===== config.mk =====
export PLATFORM = sky130hd
export DESIGN_NAME = json_string_unescape
export DESIGN_NICKNAME = d
export VERILOG_FILES = /design/src/design/jsu_pkg.sv /design/src/design/jsu_front.sv /design/src/design/jsu_queue.sv /design/src/design/jsu_back.sv /design/src/design/json_string_unescape.sv
export SDC_FILE = /design/constraint.sdc
export NUM_CORES = 1
export LEC_CHECK = 0
export ABC_AREA = 1
export BUFFER_PORTS_ARGS = -buffer_cell sky130_fd_sc_hd__buf_4
export CORE_MARGIN = 3
export CORE_UTILIZATION = 44
export CTS_CLUSTER_DIAMETER = 60
export DETAILED_ROUTE_END_ITERATION = 16
export PLACE_DENSITY = 0.63
export SLEW_MARGIN = 30
export SYNTH_ARGS = -nofsm -noshare
export SYNTH_HDL_FRONTEND = slang
export SYNTH_SLANG_ARGS = --single-unit

===== constraint.sdc =====
create_clock -name i_clk -period 19.35 [get_ports i_clk]
set_input_delay 1.935 -clock i_clk [delete_from_list [all_inputs] [get_ports i_clk]]
set_output_delay 1.935 -clock i_clk [all_outputs]
set_load 0.02 [all_outputs]

===== src/design/jsu_pkg.sv =====
// Shared types and constants for the JSON string unescape block.
// No dependencies; imported by every module of the block.
package jsu_pkg;

    localparam int RUN_BYTES   = 5;
    localparam int RIDX_W      = 3;
    localparam int CAP_W       = 16;
    localparam int QUEUE_DEPTH = 4;
    localparam int QPTR_W      = $clog2(QUEUE_DEPTH);
    localparam int QCNT_W      = $clog2(QUEUE_DEPTH + 1);

    localparam logic [7:0] CH_NUL    = 8'h00;
    localparam logic [7:0] CH_QUOTE  = 8'h22;
    localparam logic [7:0] CH_BSLASH = 8'h5c;
    localparam logic [7:0] CH_U      = 8'h75;
    localparam logic [7:0] CH_N      = 8'h6e;
    localparam logic [7:0] CH_T      = 8'h74;
    localparam logic [7:0] CH_R      = 8'h72;
    localparam logic [7:0] CH_LF     = 8'h0a;
    localparam logic [7:0] CH_TAB    = 8'h09;

    localparam logic [CAP_W-1:0] CAP_RESET = 16'd255;

    // All results caused by one input item: up to five decoded bytes,
    // optionally followed by the end-of-string result.
    typedef struct packed {
        logic [RUN_BYTES-1:0][7:0] bytes;
        logic [RIDX_W-1:0]         nbytes;
        logic                      fin;
    } t_run;

    typedef struct packed {
        logic full;
        logic empty;
    } t_qstat;

endpackage


===== src/design/jsu_front.sv =====
// Front end: accepts raw bytes, tracks the escape state and builds one run
// descriptor per item. Depends on jsu_pkg.
module jsu_front (
    input  logic               i_clk,
    input  logic               i_rst_n,
    input  logic               i_valid,
    input  logic [7:0]         i_in_byte,
    input  logic               i_start_req,
    input  logic               i_cfg_valid,
    input  logic [15:0]        i_cfg_data,
    input  jsu_pkg::t_qstat    i_qstat,
    output logic               o_stall,
    output logic               o_push,
    output jsu_pkg::t_run      o_run
);
    import jsu_pkg::*;

    typedef enum logic [2:0] {
        MODE_IDLE,
        MODE_TEXT,
        MODE_ESC,
        MODE_U0,
        MODE_U1,
        MODE_U2,
        MODE_U3
    } t_mode;

    t_mode                     r_mode;
    logic [CAP_W-1:0]          r_count;
    logic [7:0]                r_esc;
    logic [2:0][7:0]           r_held;
    logic [CAP_W-1:0]          r_cap;

    t_mode                     eff_mode;
    t_mode                     tail_mode;
    t_mode                     u_next;
    t_mode                     n_mode;
    logic [CAP_W-1:0]          base_count;
    logic [CAP_W-1:0]          n_count;
    logic [CAP_W-1:0]          cnt_try;
    logic [7:0]                base_esc;
    logic [7:0]                n_esc;
    logic [2:0][7:0]           n_held;
    logic [RUN_BYTES-1:0][7:0] cand;
    logic [RIDX_W-1:0]         ncand;
    logic [RIDX_W-1:0]         cut_n;
    logic [RIDX_W-1:0]         run_n;
    logic                      run_fin;
    logic                      start_fin;
    logic                      tail_fin;
    logic                      cut;
    logic                      in_u;
    logic [1:0]                u_idx;
    logic [4:0]                nib;
    logic                      is_term;
    logic                      is_bsl;
    logic                      accept;

    // Returns {valid, value} for an ASCII hex digit.
    function automatic logic [4:0] hex_nibble(input logic [7:0] b);
        logic [4:0] res;
        res = '0;
        if (b >= 8'h30 && b <= 8'h39) begin
            res = {1'b1, 4'(b - 8'h30)};
        end else if (b >= 8'h61 && b <= 8'h66) begin
            res = {1'b1, 4'(b - 8'h57)};
        end else if (b >= 8'h41 && b <= 8'h46) begin
            res = {1'b1, 4'(b - 8'h37)};
        end
        return res;
    endfunction

    assign accept  = i_valid && !i_qstat.full;
    assign o_stall = i_qstat.full;

    always_comb begin
        eff_mode   = r_mode;
        base_count = r_count;
        base_esc   = r_esc;
        start_fin  = 1'b0;
        cand       = '0;
        ncand      = '0;
        tail_fin   = 1'b0;
        n_esc      = r_esc;
        n_held     = r_held;
        in_u       = 1'b0;
        u_idx      = '0;
        u_next     = MODE_TEXT;
        cut        = 1'b0;
        cut_n      = '0;
        cnt_try    = '0;
        nib        = hex_nibble(i_in_byte);
        is_term    = (i_in_byte == CH_NUL) || (i_in_byte == CH_QUOTE);
        is_bsl     = (i_in_byte == CH_BSLASH);

        // A start drops whatever string was in progress.
        if (i_start_req) begin
            base_count = '0;
            base_esc   = '0;
            n_esc      = '0;
            if (r_cap == '0) begin
                start_fin = 1'b1;
                eff_mode  = MODE_IDLE;
            end else begin
                eff_mode  = MODE_TEXT;
            end
        end
        tail_mode = eff_mode;

        case (eff_mode)
            MODE_TEXT: begin
                if (is_term) begin
                    tail_fin = 1'b1;
                end else if (is_bsl) begin
                    tail_mode = MODE_ESC;
                end else begin
                    cand[0] = i_in_byte;
                    ncand   = 3'd1;
                end
            end
            MODE_ESC: begin
                tail_mode = MODE_TEXT;
                if (i_in_byte == CH_NUL) begin
                    cand[0]  = CH_BSLASH;
                    ncand    = 3'd1;
                    tail_fin = 1'b1;
                end else if (i_in_byte == CH_U) begin
                    n_esc     = '0;
                    tail_mode = MODE_U0;
                end else if (i_in_byte == CH_N) begin
                    cand[0] = CH_LF;
                    ncand   = 3'd1;
                end else if (i_in_byte == CH_T) begin
                    cand[0] = CH_TAB;
                    ncand   = 3'd1;
                end else if (i_in_byte != CH_R) begin
                    cand[0] = i_in_byte;
                    ncand   = 3'd1;
                end
            end
            MODE_U0: begin
                in_u   = 1'b1;
                u_idx  = 2'd0;
                u_next = MODE_U1;
            end
            MODE_U1: begin
                in_u   = 1'b1;
                u_idx  = 2'd1;
                u_next = MODE_U2;
            end
            MODE_U2: begin
                in_u   = 1'b1;
                u_idx  = 2'd2;
                u_next = MODE_U3;
            end
            MODE_U3: begin
                in_u   = 1'b1;
                u_idx  = 2'd3;
                u_next = MODE_TEXT;
            end
            default: begin
            end
        endcase

        if (in_u) begin
            if (nib[4]) begin
                n_esc = {base_esc[3:0], nib[3:0]};
                if (u_idx == 2'd3) begin
                    tail_mode = MODE_TEXT;
                    cand[0]   = n_esc;
                    ncand     = 3'd1;
                end else begin
                    n_held[u_idx] = i_in_byte;
                    tail_mode     = u_next;
                end
            end else begin
                // Broken escape: replay 'u' and the held digits, then treat
                // the current byte as plain text.
                tail_mode = MODE_TEXT;
                cand[0]   = CH_U;
                cand[1]   = (u_idx > 2'd0) ? r_held[0] : i_in_byte;
                cand[2]   = (u_idx > 2'd1) ? r_held[1] : i_in_byte;
                cand[3]   = (u_idx > 2'd2) ? r_held[2] : i_in_byte;
                cand[4]   = i_in_byte;
                if (is_term) begin
                    ncand    = {1'b0, u_idx} + 3'd1;
                    tail_fin = 1'b1;
                end else if (is_bsl) begin
                    ncand     = {1'b0, u_idx} + 3'd1;
                    tail_mode = MODE_ESC;
                end else begin
                    ncand = {1'b0, u_idx} + 3'd2;
                end
            end
        end

        // The capacity is checked after every emitted byte; the first byte
        // that reaches it ends the string.
        for (int j = 0; j < RUN_BYTES; j++) begin
            cnt_try = base_count + CAP_W'(j + 1);
            if (!cut && (RIDX_W'(j) < ncand) && (cnt_try >= r_cap)) begin
                cut   = 1'b1;
                cut_n = RIDX_W'(j + 1);
            end
        end

        if (cut) begin
            run_n   = cut_n;
            run_fin = 1'b1;
            n_mode  = MODE_IDLE;
        end else begin
            run_n   = ncand;
            run_fin = start_fin || tail_fin;
            n_mode  = run_fin ? MODE_IDLE : tail_mode;
        end
        n_count = base_count + {{(CAP_W-RIDX_W){1'b0}}, run_n};
    end

    assign o_push = accept && ((run_n != '0) || run_fin);
    assign o_run  = '{bytes: cand, nbytes: run_n, fin: run_fin};

    always_ff @(posedge i_clk) begin
        if (!i_rst_n) begin
            r_mode  <= MODE_IDLE;
            r_count <= '0;
            r_esc   <= '0;
            r_cap   <= CAP_RESET;
        end else begin
            if (i_cfg_valid) begin
                r_cap <= i_cfg_data;
            end
            if (accept) begin
                r_mode  <= n_mode;
                r_count <= n_count;
                r_esc   <= n_esc;
                r_held  <= n_held;
            end
        end
    end

endmodule


===== src/design/jsu_queue.sv =====
// Short queue of run descriptors between the front and back ends.
// Depends on jsu_pkg.
module jsu_queue (
    input  logic             i_clk,
    input  logic             i_rst_n,
    input  logic             i_push,
    input  jsu_pkg::t_run    i_run,
    input  logic             i_pop,
    output jsu_pkg::t_run    o_head,
    output jsu_pkg::t_qstat  o_stat
);
    import jsu_pkg::*;

    t_run              r_mem [QUEUE_DEPTH];
    logic [QPTR_W-1:0] r_wr;
    logic [QPTR_W-1:0] r_rd;
    logic [QCNT_W-1:0] r_cnt;

    function automatic logic [QPTR_W-1:0] ptr_inc(input logic [QPTR_W-1:0] p);
        return (p == QPTR_W'(QUEUE_DEPTH - 1)) ? '0 : p + 1'b1;
    endfunction

    assign o_head       = r_mem[r_rd];
    assign o_stat.full  = (r_cnt == QCNT_W'(QUEUE_DEPTH));
    assign o_stat.empty = (r_cnt == '0);

    always_ff @(posedge i_clk) begin
        if (!i_rst_n) begin
            r_wr  <= '0;
            r_rd  <= '0;
            r_cnt <= '0;
        end else begin
            if (i_push) begin
                r_mem[r_wr] <= i_run;
                r_wr        <= ptr_inc(r_wr);
            end
            if (i_pop) begin
                r_rd <= ptr_inc(r_rd);
            end
            if (i_push && !i_pop) begin
                r_cnt <= r_cnt + 1'b1;
            end else if (i_pop && !i_push) begin
                r_cnt <= r_cnt - 1'b1;
            end
        end
    end

endmodule


===== src/design/jsu_back.sv =====
// Back end: walks the head run descriptor and, unless stalled, issues one
// result per cycle into the output register. Depends on jsu_pkg.
module jsu_back (
    input  logic             i_clk,
    input  logic             i_rst_n,
    input  jsu_pkg::t_run    i_head,
    input  jsu_pkg::t_qstat  i_qstat,
    input  logic             i_stall,
    output logic             o_pop,
    output logic             o_valid,
    output logic [7:0]       o_out_byte,
    output logic             o_has_byte,
    output logic             o_finished,
    output logic             o_last_of_run
);
    import jsu_pkg::*;

    logic [RIDX_W-1:0] r_idx;
    logic              r_valid;
    logic [7:0]        r_byte;
    logic              r_has;
    logic              r_fin;
    logic              r_last;

    logic [RIDX_W-1:0] total;
    logic              load;
    logic              is_byte;
    logic              is_last;
    logic [7:0]        sel_byte;

    assign total   = i_head.nbytes + {{(RIDX_W-1){1'b0}}, i_head.fin};
    assign load    = !i_qstat.empty && (!r_valid || !i_stall);
    assign is_byte = r_idx < i_head.nbytes;
    assign is_last = (r_idx == total - 1'b1);
    assign o_pop   = load && is_last;

    always_comb begin
        case (r_idx)
            3'd0:    sel_byte = i_head.bytes[0];
            3'd1:    sel_byte = i_head.bytes[1];
            3'd2:    sel_byte = i_head.bytes[2];
            3'd3:    sel_byte = i_head.bytes[3];
            3'd4:    sel_byte = i_head.bytes[4];
            default: sel_byte = '0;
        endcase
    end

    always_ff @(posedge i_clk) begin
        if (!i_rst_n) begin
            r_idx   <= '0;
            r_valid <= 1'b0;
        end else if (load) begin
            r_valid <= 1'b1;
            r_byte  <= is_byte ? sel_byte : 8'h00;
            r_has   <= is_byte;
            r_fin   <= !is_byte;
            r_last  <= is_last;
            r_idx   <= is_last ? '0 : r_idx + 1'b1;
        end else if (!i_stall) begin
            r_valid <= 1'b0;
        end
    end

    assign o_valid       = r_valid;
    assign o_out_byte    = r_byte;
    assign o_has_byte    = r_has;
    assign o_finished    = r_fin;
    assign o_last_of_run = r_last;

endmodule


===== src/design/json_string_unescape.sv =====
// Top level of the JSON string unescape block.
// Depends on jsu_pkg, jsu_front, jsu_queue and jsu_back.
//
// Input channel: one raw byte of a JSON string body per item (i_valid,
// o_stall), with i_start_req set on the first byte after the opening quote.
// Output channel: decoded results (o_valid, i_stall); each result carries a
// byte, or the end-of-string mark, and o_last_of_run flags the final result
// caused by one input item. An item causes zero to six results.
// Configuration: i_cfg_valid / o_cfg_ready writes out_capacity, the most
// bytes emitted per string; it is always ready and reads 255 after reset.
// Data path: an accepted item's run is written to the run queue, and its
// results then pass through the output register. While the receiver does not
// stall, the back end issues one result per cycle, and items with at most one
// result flow at one per cycle. A four-entry run queue between the decoder
// and the result sequencer absorbs replay bursts of broken unicode escapes.
// Reset (synchronous, active low) empties the queue and the output register
// and leaves the decoder idle until the next start; no clearing pass runs.
// When the receiver stalls, the output result holds, the queue fills, and
// o_stall rises once it is full.
module json_string_unescape (
    input  logic        i_clk,
    input  logic        i_rst_n,
    input  logic        i_valid,
    output logic        o_stall,
    input  logic [7:0]  i_in_byte,
    input  logic        i_start_req,
    input  logic        i_cfg_valid,
    output logic        o_cfg_ready,
    input  logic [15:0] i_cfg_data,
    output logic        o_valid,
    input  logic        i_stall,
    output logic [7:0]  o_out_byte,
    output logic        o_has_byte,
    output logic        o_finished,
    output logic        o_last_of_run
);
    import jsu_pkg::*;

    t_run   push_run;
    t_run   head_run;
    t_qstat qstat;
    logic   push;
    logic   pop;

    assign o_cfg_ready = 1'b1;

    jsu_front u_front (
        .i_clk       (i_clk),
        .i_rst_n     (i_rst_n),
        .i_valid     (i_valid),
        .i_in_byte   (i_in_byte),
        .i_start_req (i_start_req),
        .i_cfg_valid (i_cfg_valid),
        .i_cfg_data  (i_cfg_data),
        .i_qstat     (qstat),
        .o_stall     (o_stall),
        .o_push      (push),
        .o_run       (push_run)
    );

    jsu_queue u_queue (
        .i_clk   (i_clk),
        .i_rst_n (i_rst_n),
        .i_push  (push),
        .i_run   (push_run),
        .i_pop   (pop),
        .o_head  (head_run),
        .o_stat  (qstat)
    );

    jsu_back u_back (
        .i_clk         (i_clk),
        .i_rst_n       (i_rst_n),
        .i_head        (head_run),
        .i_qstat       (qstat),
        .i_stall       (i_stall),
        .o_pop         (pop),
        .o_valid       (o_valid),
        .o_out_byte    (o_out_byte),
        .o_has_byte    (o_has_byte),
        .o_finished    (o_finished),
        .o_last_of_run (o_last_of_run)
    );

endmodule


==> flow_metrics.env <==
export IMPL_clkPwrFrac_pct=33.7
export IMPL_dp_slack_ps=10890
export IMPL_core_area_um2=32900
export IMPL_postCtsSetupBuffers=0
export IMPL_syn_to_final_growth_pct=11.7
export IMPL_sequentialPowerShare_pct=40.6
export IMPL_grt_max_degree=83
export IMPL_hold_class="reg -> reg"
export IMPL_synth_flop_cell="edfxtp_1"
export IMPL_synth_edf_count=211
export IMPL_fin_worst_skew_ps=10.8
export IMPL_layout_min_cycle_time_ps=7980
export IMPL_place_congestion=0.993
export IMPL_setup_viol=0
export IMPL_arrival_ps=8440
export IMPL_p_leak_nw=6.76
export IMPL_clockRootBuffer="clkbuf_16"
export IMPL_relSlewSlack_pct=32.8
export IMPL_path_common_cell="nor2_1"
export IMPL_cts_buffers=31
export IMPL_final_area_um2=16600
export IMPL_cts_buffer_depth=3
export IMPL_floorplan_io_pins=44
export IMPL_end_kind="flop"
export IMPL_swShare_pct=33.4
export IMPL_irDropWorstVdd_v=0.0000624
export IMPL_power_total_mw=1.68
export IMPL_nNetsFinal=1794
export IMPL_yosys_register_bits=263
export IMPL_setup_ws_ps=11370
export IMPL_r2r_start="u_front.r_count[2]"
export IMPL_syn_inst=1617
export IMPL_timing_final_crit_share_pct=41.2
export IMPL_fp_dieH_um=190
export IMPL_cp_data_required_time_ps=19810
export IMPL_slew_violations=0
export IMPL_critPathMaxStageDelay_ps=400
export IMPL_yosys_warnings=0
export IMPL_place_inst=2062
export IMPL_vias=11679
export IMPL_ys_types=56
export IMPL_grt_usage_pct=22.9
export IMPL_cts_sinks=263
export IMPL_synth_nets=1758
export IMPL_hold_buffers=0
export IMPL_p_switching_mw=0.561
export IMPL_status="finished, final reports clean"
export IMPL_overflow=0
export IMPL_hold_violations=0
export IMPL_avgSynthCellArea_um2=9.19
export IMPL_insertion_delay_ps=570
export IMPL_dp_hpwl_mm=29.0
export IMPL_drtPass1Iterations=5
export IMPL_ant_nets=0
export IMPL_slowest_stage="nor2_1"
export IMPL_grt_pass1_vias=11197
export IMPL_comb_power_share_pct=25.7
export IMPL_powerDensity_nw_per_um2=101
export IMPL_port_buffers=42
export IMPL_path_class="in -> reg"
export IMPL_drt_iter0_drc=1085
export IMPL_worst_path_max_fanout=19
export IMPL_worstMarginPinSlew_ps=996
export IMPL_whs_ps=467
export IMPL_startpoint="i_start_req"
export IMPL_max_freq_ghz=0.125
export IMPL_cap_violations=0
export IMPL_cts_tree="done"
export IMPL_start_util_pct=45.2
export IMPL_antenna_found_initial=0
export IMPL_mappedNetlistArea_um2=14900
export IMPL_row_count=66
export IMPL_intPower_mw=1.12
export IMPL_h_tree_depth=1
export IMPL_dieArea_um2=36000
export IMPL_setup_tns_ps=0
export IMPL_drc_errors=0
export IMPL_drt_vias_per_instance=5.51
export IMPL_worstSetupStartpointType="input pin"
export IMPL_placed_area_um2=15600
export IMPL_grt_pass1_wl_mm=64.4
export IMPL_wl_per_cell_um=19.4
export IMPL_async_flop_share_pct=0
export IMPL_postCtsResizedCells=0
export IMPL_grt_setup_unrepaired="no"
export IMPL_routed_wl_mm=41.2
export IMPL_worstHoldStart="u_front.r_count[3]"
export IMPL_insertedDiodeCount=0
export IMPL_final_cells=2120
export IMPL_seq_area_frac_synth_pct=49.7
export IMPL_clk_pin_slew_ps=60
export IMPL_die_w_um=190
export IMPL_utilization_pct=50.5
export IMPL_drive_gt1_share_pct=9.71
synth_stat cells, drive strengths merged, types with 3 or more instances:
cell | count | share of area (%)
buf | 9 | 0.42
clkbuf | 43 | 1.3
nand2 | 230 | 6.3
clkinv | 5 | 0.13
a31oi | 7 | 0.29
a32o | 3 | 0.20
edfxtp | 211 | 43
xnor2 | 8 | 0.47
o2111ai | 3 | 0.18
a221oi | 8 | 0.47
ha | 109 | 9.2
o22ai | 41 | 1.7
nand3 | 52 | 2.1
nor4 | 7 | 0.29
o21ai | 161 | 5.4
o31ai | 3 | 0.15
nor2 | 254 | 6.7
o211ai | 8 | 0.40
xor2 | 57 | 3.4
nand4 | 12 | 0.75
a21oi | 103 | 3.5
nor3 | 23 | 0.77
a211oi | 9 | 0.45
inv | 180 | 4.6
dfxtp | 52 | 7.0
per-layer routing:
layer,GRT usage [%],share of wire (%),vias up
met1,32.7,45,5546
met2,37.0,46,420
met3,2.67,6.2,80
li1,-,-,5633
met5,0,0,-
met4,6.40,2.9,0
power by group through the flow:
stage                     clock, mW  combinational (mW)  sequential [mW]
after global routing          0.599               0.484            0.686
final                         0.566               0.431            0.682
after CTS                     0.575               0.432            0.682
after floorplan                   0               0.276            0.700
after global placement            0               0.423            0.693
after detailed placement          0               0.430            0.694
logic make-up (layout without fill, tap and decap cells):
group | Yosys count | after routing | share of synthesized area (%)
other | 1 | 1 | 0.0252
AOI/OAI and AO/OA | 356 | 356 | 13.4
and+or+nand+nor | 584 | 584 | 17.3
DFF | 263 | 263 | 49.7
xor gates and xnor gates | 65 | 65 | 3.83
adders and majority gates | 111 | 111 | 9.45
buffers and inverters | 237 | 298 | 6.42
worst max-delay path, delay by kind of cell:
family	cells	cell delay [ps]
AOI/OAI and AO/OA	5	810
adders and majority gates	4	1190
and+or+nand+nor	17	3360
xor gates and xnor gates	1	90
buffers and inverters	7	1030
sequential cells by signal, summed over array words and instances (netlist names), 3 cells and up, named ones only:
register	flops
u_back.o_out_byte	8
u_back.r_idx	3
u_front.r_cap	16
u_front.r_count	16
u_front.r_esc	4
u_front.r_held	24
u_front.r_mode	3
u_queue.r_cnt	3
u_queue.r_mem	176
path summary, 6_finish.rpt:
check                                      endpoint  slack (ps)  cells after the start
worst max-delay path            u_front.r_count[14]       11370                     34
worst min register to register   u_front.r_count[3]         470                      2
worst min-delay path             u_front.r_count[3]         470                      2
worst max register to register  u_front.r_count[14]       12650                     32
placed cells by master (no fill, tap or decap), types with 5 or more instances in the layout:
cell / instances
a211oi_1: 9
nor2_1: 238
inv_2: 10
a21oi_1: 103
nor2_2: 9
a31oi_1: 7
clkinv_1: 5
inv_1: 168
nor4_1: 7
o21ai_0: 160
clkbuf_16: 31
o22ai_1: 41
dfxtp_1: 51
edfxtp_1: 211
a221oi_1: 8
ha_1: 109
xor2_1: 57
nor2_4: 7
nand4_1: 9
buf_4: 55
nand2_1: 210
o211ai_1: 8
xnor2_1: 8
nor3_1: 23
clkbuf_1: 13
nand2_4: 5
nand2_2: 15
nand3_1: 45
cell type report:
type / instances / area, um^2
Sequential cell: 263 / 7380
Clock inverter: 12 / 141
Clock buffer: 46 / 852
Fill cell: 3043 / 16300
Timing Repair Buffer: 55 / 413
Multi-Input combinational cell: 1117 / 6560
Inverter: 185 / 699
Tap cell: 442 / 553
Note: power is estimated with default switching activity, not from simulation.
